## config.mk

```make
export PLATFORM = sky130hd
export DESIGN_NAME = kmp_first_match_search
export DESIGN_NICKNAME = d
export VERILOG_FILES = /design/src/hw/rtl/kmp_pkg.sv /design/src/hw/rtl/kmp_ctrl.sv /design/src/hw/rtl/kmp_dpath.sv /design/src/hw/rtl/kmp_first_match_search.sv
export SDC_FILE = /design/constraint.sdc
export NUM_CORES = 1
export LEC_CHECK = 0
export BUFFER_PORTS_ARGS = -buffer_cell sky130_fd_sc_hd__buf_2
export CAP_MARGIN = 30
export CORE_ASPECT_RATIO = 2
export CORE_MARGIN = 2
export CORE_UTILIZATION = 28
export DETAILED_ROUTE_END_ITERATION = 7
export PLACE_DENSITY_LB_ADDON = 0.15
export SYNTH_ARGS = -nofsm -noshare
export SYNTH_HDL_FRONTEND = slang
export SYNTH_SLANG_ARGS = --single-unit
export TNS_END_PERCENT = 50
```

## constraint.sdc

```tcl
create_clock -name i_clk -period 5.41 [get_ports i_clk]
set_input_delay 0 -clock i_clk [delete_from_list [all_inputs] [get_ports i_clk]]
set_output_delay 0 -clock i_clk [all_outputs]
set_load 0.005 [all_outputs]
```

## src/hw/rtl/kmp_pkg.sv

```systemverilog
// ----------------------------------------------------------------------------
// kmp_pkg
// Shared constants and controller/datapath interface types for the
// first-match pattern search block.
// ----------------------------------------------------------------------------
package kmp_pkg;

    localparam int PATTERN_MAX = 64;
    localparam int IDX_BITS    = $clog2(PATTERN_MAX);
    localparam int CNT_BITS    = $clog2(PATTERN_MAX + 1);
    localparam int POS_BITS    = 32;
    localparam int BYTE_BITS   = 8;

    localparam logic REQ_PATTERN = 1'b0;
    localparam logic REQ_TEXT    = 1'b1;

    typedef struct packed {
        logic accept;
        logic rd;
        logic cmp;
        logic commit;
    } t_cmd;

    typedef struct packed {
        logic start_walk;
        logic kp_zero;
        logic byte_eq;
        logic need_res;
        logic out_free;
    } t_sts;

endpackage

```

## src/hw/rtl/kmp_ctrl.sv

```systemverilog
// ----------------------------------------------------------------------------
// kmp_ctrl
// Sequencer for the border walk: accept, table read, compare, commit.
// ----------------------------------------------------------------------------
module kmp_ctrl (
    input  logic          i_clk,
    input  logic          i_rst_n,
    input  logic          i_in_valid,
    input  kmp_pkg::t_sts i_sts,
    output kmp_pkg::t_cmd o_cmd,
    output logic          o_in_ready
);
    import kmp_pkg::*;

    typedef enum logic [3:0] {
        S_IDLE = 4'b0001,
        S_RD   = 4'b0010,
        S_CMP  = 4'b0100,
        S_FIN  = 4'b1000
    } t_state;

    t_state r_state;
    t_state n_state;

    always_ff @(posedge i_clk) begin
        if (!i_rst_n) begin
            r_state <= S_IDLE;
        end else begin
            r_state <= n_state;
        end
    end

    always_comb begin
        n_state    = r_state;
        o_cmd      = '0;
        o_in_ready = 1'b0;
        case (r_state)
            S_IDLE: begin
                o_in_ready = 1'b1;
                if (i_in_valid) begin
                    o_cmd.accept = 1'b1;
                    if (i_sts.start_walk) n_state = S_RD;
                end
            end
            S_RD: begin
                // offset-encoded index zero means border of minus one: walk ends
                if (i_sts.kp_zero) begin
                    n_state = S_FIN;
                end else begin
                    o_cmd.rd = 1'b1;
                    n_state  = S_CMP;
                end
            end
            S_CMP: begin
                o_cmd.cmp = 1'b1;
                n_state   = i_sts.byte_eq ? S_FIN : S_RD;
            end
            S_FIN: begin
                if (!i_sts.need_res || i_sts.out_free) begin
                    o_cmd.commit = 1'b1;
                    n_state      = S_IDLE;
                end
            end
            default: begin
                n_state = S_IDLE;
            end
        endcase
    end

    a_commit_to_idle: assert property (@(posedge i_clk) disable iff (!i_rst_n)
        o_cmd.commit |=> r_state == S_IDLE)
        else $error("commit did not return to idle");

    a_walk_after_accept: assert property (@(posedge i_clk) disable iff (!i_rst_n)
        o_cmd.accept && i_sts.start_walk |=> r_state == S_RD)
        else $error("walk start lost");

endmodule

```

## src/hw/rtl/kmp_dpath.sv

```systemverilog
// ----------------------------------------------------------------------------
// kmp_dpath
// Pattern store, border table, match state, text position and result register.
// ----------------------------------------------------------------------------
module kmp_dpath (
    input  logic                             i_clk,
    input  logic                             i_rst_n,
    input  kmp_pkg::t_cmd                    i_cmd,
    output kmp_pkg::t_sts                    o_sts,
    input  logic                             i_req_type,
    input  logic [kmp_pkg::BYTE_BITS-1:0]    i_data_byte,
    input  logic                             i_first_byte,
    input  logic                             i_last_byte,
    input  logic                             i_cfg_valid,
    input  logic [kmp_pkg::POS_BITS-1:0]     i_cfg_data,
    input  logic                             i_out_ready,
    output logic                             o_out_valid,
    output logic                             o_found,
    output logic [kmp_pkg::POS_BITS-1:0]     o_match_pos
);
    import kmp_pkg::*;

    logic [BYTE_BITS-1:0] store_mem [PATTERN_MAX];
    logic [IDX_BITS-1:0]  bord_mem  [PATTERN_MAX];

    logic                 r_req;
    logic [BYTE_BITS-1:0] r_byte;
    logic                 r_last;
    logic [CNT_BITS-1:0]  r_pat_cnt;
    logic [CNT_BITS-1:0]  r_build_kp;   // build border plus one
    logic [IDX_BITS-1:0]  r_match_len;
    logic [POS_BITS-1:0]  r_text_idx;
    logic                 r_done;
    logic [POS_BITS-1:0]  r_start_pos;
    logic [CNT_BITS-1:0]  r_kp;         // walk index plus one, zero is minus one
    logic [BYTE_BITS-1:0] r_store_q;
    logic [IDX_BITS-1:0]  r_bord_q;
    logic                 r_out_valid;
    logic                 r_found;
    logic [POS_BITS-1:0]  r_pos;

    logic [CNT_BITS-1:0]  w_eff_cnt;
    logic [CNT_BITS-1:0]  w_eff_bkp;
    logic                 w_eff_done;
    logic [IDX_BITS-1:0]  w_eff_ml;
    logic [POS_BITS-1:0]  w_eff_idx;
    logic                 w_pat_full;
    logic                 w_pat_empty;
    logic [CNT_BITS-1:0]  w_rd_addr;
    logic [CNT_BITS-1:0]  w_cnt_inc;
    logic                 w_hit;

    assign w_eff_cnt   = i_first_byte ? '0 : r_pat_cnt;
    assign w_eff_bkp   = i_first_byte ? '0 : r_build_kp;
    assign w_eff_done  = i_first_byte ? 1'b0 : r_done;
    assign w_eff_ml    = i_first_byte ? '0 : r_match_len;
    assign w_eff_idx   = i_first_byte ? r_start_pos : r_text_idx;
    assign w_pat_full  = (w_eff_cnt == CNT_BITS'(PATTERN_MAX));
    assign w_pat_empty = (r_pat_cnt == '0);
    assign w_rd_addr   = r_kp - 1'b1;
    assign w_cnt_inc   = r_pat_cnt + 1'b1;
    assign w_hit       = (r_kp >= r_pat_cnt);

    always_comb begin
        o_sts            = '0;
        o_sts.start_walk = (i_req_type == REQ_PATTERN) ? !w_pat_full : !w_eff_done;
        o_sts.kp_zero    = (r_kp == '0);
        o_sts.byte_eq    = (r_byte == r_store_q);
        o_sts.need_res   = (r_req == REQ_TEXT) && (w_hit || r_last);
        o_sts.out_free   = !r_out_valid || i_out_ready;
    end

    // memories: no reset, entries are read only below the pattern count
    always_ff @(posedge i_clk) begin
        if (i_cmd.accept && i_req_type == REQ_PATTERN && !w_pat_full) begin
            store_mem[w_eff_cnt[IDX_BITS-1:0]] <= i_data_byte;
        end
        // the entry past capacity wraps onto entry zero, whose read value is never used
        if (i_cmd.commit && r_req == REQ_PATTERN) begin
            bord_mem[w_cnt_inc[IDX_BITS-1:0]] <= r_kp[IDX_BITS-1:0];
        end
        if (i_cmd.rd) begin
            r_store_q <= store_mem[w_rd_addr[IDX_BITS-1:0]];
            r_bord_q  <= bord_mem[w_rd_addr[IDX_BITS-1:0]];
        end
    end

    always_ff @(posedge i_clk) begin
        if (i_cmd.accept) begin
            r_req  <= i_req_type;
            r_byte <= i_data_byte;
            r_last <= i_last_byte;
        end
        if (i_cmd.commit && o_sts.need_res) begin
            r_found <= w_hit;
            r_pos   <= w_hit ? r_text_idx - POS_BITS'(r_pat_cnt) : '0;
        end
    end

    always_ff @(posedge i_clk) begin
        if (!i_rst_n) begin
            r_pat_cnt   <= '0;
            r_build_kp  <= '0;
            r_match_len <= '0;
            r_text_idx  <= '0;
            r_done      <= 1'b0;
            r_start_pos <= '0;
            r_kp        <= '0;
            r_out_valid <= 1'b0;
        end else begin
            if (i_cfg_valid) r_start_pos <= i_cfg_data;

            if (i_cmd.accept) begin
                if (i_req_type == REQ_PATTERN) begin
                    r_pat_cnt   <= w_eff_cnt;
                    r_build_kp  <= w_eff_bkp;
                    r_kp        <= w_eff_bkp;
                    r_done      <= 1'b1;
                    r_match_len <= '0;
                end else begin
                    if (i_first_byte) begin
                        r_match_len <= '0;
                        r_done      <= 1'b0;
                    end
                    // a first byte always starts a walk, which loads the start index
                    if (!w_eff_done) begin
                        // empty pattern matches at the current index, no advance
                        r_kp       <= w_pat_empty ? '0 : CNT_BITS'(w_eff_ml) + 1'b1;
                        r_text_idx <= w_eff_idx + POS_BITS'(!w_pat_empty);
                    end
                end
            end

            if (i_cmd.cmp && !o_sts.byte_eq) begin
                r_kp <= (r_kp == CNT_BITS'(1)) ? '0 : CNT_BITS'(r_bord_q) + 1'b1;
            end

            if (i_cmd.commit) begin
                if (r_req == REQ_PATTERN) begin
                    r_pat_cnt  <= w_cnt_inc;
                    r_build_kp <= r_kp + 1'b1;
                end else if (w_hit) begin
                    r_done      <= 1'b1;
                    r_match_len <= '0;
                end else begin
                    r_match_len <= r_kp[IDX_BITS-1:0];
                    if (r_last) r_done <= 1'b1;
                end
            end

            if (i_cmd.commit && o_sts.need_res) begin
                r_out_valid <= 1'b1;
            end else if (i_out_ready) begin
                r_out_valid <= 1'b0;
            end
        end
    end

    assign o_out_valid = r_out_valid;
    assign o_found     = r_found;
    assign o_match_pos = r_pos;

    a_no_overwrite: assert property (@(posedge i_clk) disable iff (!i_rst_n)
        i_cmd.commit && o_sts.need_res |-> !r_out_valid || i_out_ready)
        else $error("result overwrote a pending beat");

    a_cnt_range: assert property (@(posedge i_clk) disable iff (!i_rst_n)
        r_pat_cnt <= CNT_BITS'(PATTERN_MAX))
        else $error("pattern count past capacity");

    a_walk_range: assert property (@(posedge i_clk) disable iff (!i_rst_n)
        i_cmd.rd |-> r_kp <= r_pat_cnt)
        else $error("walk index beyond stored pattern");

endmodule

```

## src/hw/rtl/kmp_first_match_search.sv

```systemverilog
// ----------------------------------------------------------------------------
// kmp_first_match_search
// First-match byte pattern search over a streamed text with border tables.
// ----------------------------------------------------------------------------
// Input channel (i_in_valid / o_in_ready) carries one byte per beat: pattern
// bytes (i_req_type 0) build the pattern and its border table, text bytes
// (i_req_type 1) run the matcher. i_first_byte restarts the pattern or the
// search; i_last_byte ends a search. Pattern bytes past 64 are dropped.
// The config channel (i_cfg_valid / o_cfg_ready) sets the start position of
// the first text byte; write it only while the block is idle.
// Output channel (o_out_valid / i_out_ready) gives at most one beat per search:
// o_found 1 with the match start, or o_found 0 and position zero at the end.
// Sequence: an item passes an accept state, then for each border-walk step a
// registered read of the pattern store and border table and a compare, and
// then a commit state; a walk that ends at border minus one passes the read
// state once more without reading.
// Fallbacks amortize to under one per text byte.
// o_in_ready is high only between items.
// Reset empties the pattern, clears the search state and the start position.
// The result register holds a beat until taken; new items are still accepted,
// and an item that produces a result waits in its commit cycle if the
// previous beat is still pending.
// ----------------------------------------------------------------------------
module kmp_first_match_search (
    input  logic                             i_clk,
    input  logic                             i_rst_n,
    input  logic                             i_in_valid,
    output logic                             o_in_ready,
    input  logic                             i_req_type,
    input  logic [kmp_pkg::BYTE_BITS-1:0]    i_data_byte,
    input  logic                             i_first_byte,
    input  logic                             i_last_byte,
    input  logic                             i_cfg_valid,
    output logic                             o_cfg_ready,
    input  logic [kmp_pkg::POS_BITS-1:0]     i_cfg_data,
    output logic                             o_out_valid,
    input  logic                             i_out_ready,
    output logic                             o_found,
    output logic [kmp_pkg::POS_BITS-1:0]     o_match_pos
);
    import kmp_pkg::*;

    t_cmd w_cmd;
    t_sts w_sts;

    assign o_cfg_ready = 1'b1;

    kmp_ctrl u_ctrl (
        .i_clk      (i_clk),
        .i_rst_n    (i_rst_n),
        .i_in_valid (i_in_valid),
        .i_sts      (w_sts),
        .o_cmd      (w_cmd),
        .o_in_ready (o_in_ready)
    );

    kmp_dpath u_dpath (
        .i_clk        (i_clk),
        .i_rst_n      (i_rst_n),
        .i_cmd        (w_cmd),
        .o_sts        (w_sts),
        .i_req_type   (i_req_type),
        .i_data_byte  (i_data_byte),
        .i_first_byte (i_first_byte),
        .i_last_byte  (i_last_byte),
        .i_cfg_valid  (i_cfg_valid),
        .i_cfg_data   (i_cfg_data),
        .i_out_ready  (i_out_ready),
        .o_out_valid  (o_out_valid),
        .o_found      (o_found),
        .o_match_pos  (o_match_pos)
    );

endmodule
```

==> flow_summary.ini <==
[grt]
grt_start_max_net_pins = 100
antenna_found_initial = 1
grt_first_pass_wirelength_um = 188700
grt-ovfl-total = 0
grt_pass1_vias = 26700
grt_usage_pct = 16.24

[synthesis]
synth-async-reset-ratio_pct = 0
synth_area_leaders = edfxtp_1, mux4_2, dfxtp_1
postSynthAreaPerCell_um2 = 15.83
synth_area_um2 = 43770
synth-seq-cells = 1050
synth_edf_count = 953
synthFlopType = edfxtp_1
synth_area_leader_cell = edfxtp_1
ys_warn_count = 0
yosysSeqAreaShare_pct = 69.82
syn_inst = 2764
ys_types = 82
syn-num-nets = 2836
synth.top_cell.area_share_pct = 65.39

[cts]
cts_made_buffers = 98
postCtsSetupBuffers = 0
cts_sinks = 1050
cts_tree = built
ctsRootBufferMaster = clkbuf_16
h-tree-depth = 3
clockBufferDepth = 3
insertion_delay_ps = 720
clkTransAtPathRegs_ps = 70
cts_resized = 0
postCtsHoldBufs = 47

[min_path]
hold_depth = 2
hold_start = i_data_byte[5]
hold_path_class = input pin to flop

[sta]
slew_headroom_pct = 19.22
tightestPinTransition_ps = 1206
worst_slack_ps = 1212
fin_crit_sh_pct = 77.59
min_period_ps = 4198
fin_setup_tns_ps = 0
setup_violations = 0
finalClockSkew_ps = 52.88
slew_violations = 0
max_freq_mhz = 238.2
hold_viol = 0
rsz0062_at_grt = no

[critical_path]
end_kind = flop
r2r_start = u_dpath.r_kp[0]$_SDFFE_PN0P_
reg2reg_depth = 9
cp-start-kind = flop
required_ps = 5920
critPathLaunch = u_dpath.r_kp[0]$_SDFFE_PN0P_
crit_fanout = 33
path_class = flop to flop
worstPathArrival_ps = 4710

[route]
dr_total_vias = 25020
drt-initial-drc-count = 1596
ant_nets = 0
wl_per_cell_um = 25.81
viasPerCell = 4.920
drc_errors = 0
wl_um = 131300
first_pass_iters = 8

[floorplan]
fp.dieH_um = 563.1
dieArea_um2 = 159700
ios = 84
initial_core_util_pct = 28.11
fp-row-count = 205
die-width_um = 283.6
core_area_um2 = 155700

[power]
power_density_nw_per_um2 = 450.1
p_leak_uw = 0.01603
vdd_drop_max_mv = 0.4516

[placement]
place_ws_ps = 1144
place_hpwl_um = 89970
placed_area_um2 = 47050
place_inst = 4855
port_buffers = 82
place.gp.congestion = 0.8356

[status]
status = complete, no violations

[final_layout]
finalNonFillerCells = 5086
drive_above_1_share_pct = 19.71
nets = 3004
fin_area_um2 = 50790
area_delta_synth_final_pct = 16.05
fin_util_pct = 32.62

[flow_run]
drv_cap = 0
==> worst max-delay path, cell delays in order (launching register included) <==
cell	delay (ps)
dfxtp_4	750
inv_1	250
ha_4	640
buf_4	330
buf_4	340
mux4_2	260
nand2_1	100
a31oi_1	820
o221ai_1	260
o211ai_1	160
==> cells by family (layout without fill, tap and decap cells) <==
family	Yosys count	after routing	share of synthesized area, %
and+or+nand+nor	795	795	8.176
muxes	291	291	13.08
AOI/OAI and AO/OA	376	376	5.706
xor gates and xnor gates	37	37	0.7404
buffers and inverters	190	440	1.761
adders and majority gates	24	24	0.7033
DFF	1050	1050	69.82
other	1	3	0.008568
==> placed cells by master (no fill, tap or decap), drive strengths merged, types with 14 or more instances in the layout <==
cell type	Yosys	final
edfxtp	953	953
nand2	281	281
nor2	272	272
mux4	224	224
buf	58	181
clkbuf	102	116
dfxtp	97	97
a21oi	93	93
nand3	73	73
mux2i	59	59
o21ai	53	53
dlygate4sd3	0	47
o211ai	44	44
a31oi	41	41
clkinv	0	39
inv	30	35
a22oi	24	24
nor3	24	24
ha	23	23
a211oi	20	20
xor2	20	20
and2	19	19
or3	18	18
o221ai	17	17
xnor2	17	17
nand4	15	15
o31ai	14	14
==> cell type report <==
class	count	area [um2]
Clock buffer	116	2562
Antenna cell	2	5.005
Tap cell	2070	2590
Timing Repair Buffer	228	1740
Fill cell	15140	104900
Multi-Input combinational cell	1524	12510
Sequential cell	1050	30570
Inverter	30	112.6
Clock inverter	66	698.2
==> metal layers <==
layer	global-route usage [%]	vias to the layer above	routed length, um	share of wire [%]
li1	-	11170	-	-
met1	15.58	12980	43780	33
met2	32.74	639	75310	57
met3	1.978	231	4325	3.3
met4	9.120	0	7854	6.0
met5	0	-	0	0
==> flip-flops by register name (all words and copies together), names as in the netlist <==
register,count
u_ctrl.r_state,4
u_dpath.bord_mem,384
u_dpath.o_found,1
u_dpath.o_match_pos,32
u_dpath.o_out_valid,1
u_dpath.r_bord_q,6
u_dpath.r_build_kp,7
u_dpath.r_byte,8
u_dpath.r_done,1
u_dpath.r_kp,7
u_dpath.r_last,1
u_dpath.r_match_len,6
u_dpath.r_pat_cnt,7
u_dpath.r_req,1
u_dpath.r_start_pos,32
u_dpath.r_store_q,8
u_dpath.r_text_idx,32
u_dpath.store_mem,512
==> metrics by stage <==
step | power, uW | hold WS (ps)
after floorplan | 13060 | 98.87
after global placement | 15940 | 185.2
after detailed placement | 16030 | 184.0
after CTS | 23250 | 5.239
after global routing | 23760 | 11.91
final | 22860 | 5.313
==> path summary, 6_finish.rpt <==
kind                                        endpoint  slack [ps]
setup reg to reg      u_dpath.r_store_q[6]$_DFFE_PP_        1210
hold reg to reg   u_dpath.r_text_idx[0]$_SDFFE_PN0P_         460
setup / recovery      u_dpath.r_store_q[6]$_DFFE_PP_        1210
hold / removal    u_dpath.store_mem[47][5]$_DFFE_PP_           5
==> power by group <==
group          internal, uW  total [uW]  switching, uW
Combinational          2240        6490           4240
Clock                  4020        7150           3130
Sequential             9070        9230            153
Total                 15300       22900           7530
==> synthesized netlist by cell type (10+ instances only) <==
library cell	number
o211ai_1	44
nand3b_1	10
dfxtp_1	97
nor3_1	24
buf_1	24
nand3_1	73
mux2i_1	59
buf_2	31
mux4_2	224
nor2_1	272
a31oi_1	41
and3_1	11
xnor2_1	17
nand2_1	281
nor4_1	10
a22oi_1	24
or4_1	11
a21oi_1	92
o31ai_1	14
xor2_1	20
and2_1	19
ha_1	23
edfxtp_1	953
o21a_1	13
clkbuf_1	102
nor2b_1	11
o221ai_1	17
inv_1	30
nand2b_1	11
o21ai_0	50
or3_1	16
a211oi_1	20
nand4_1	15
No activity file was read; power rests on OpenSTA's default activity.
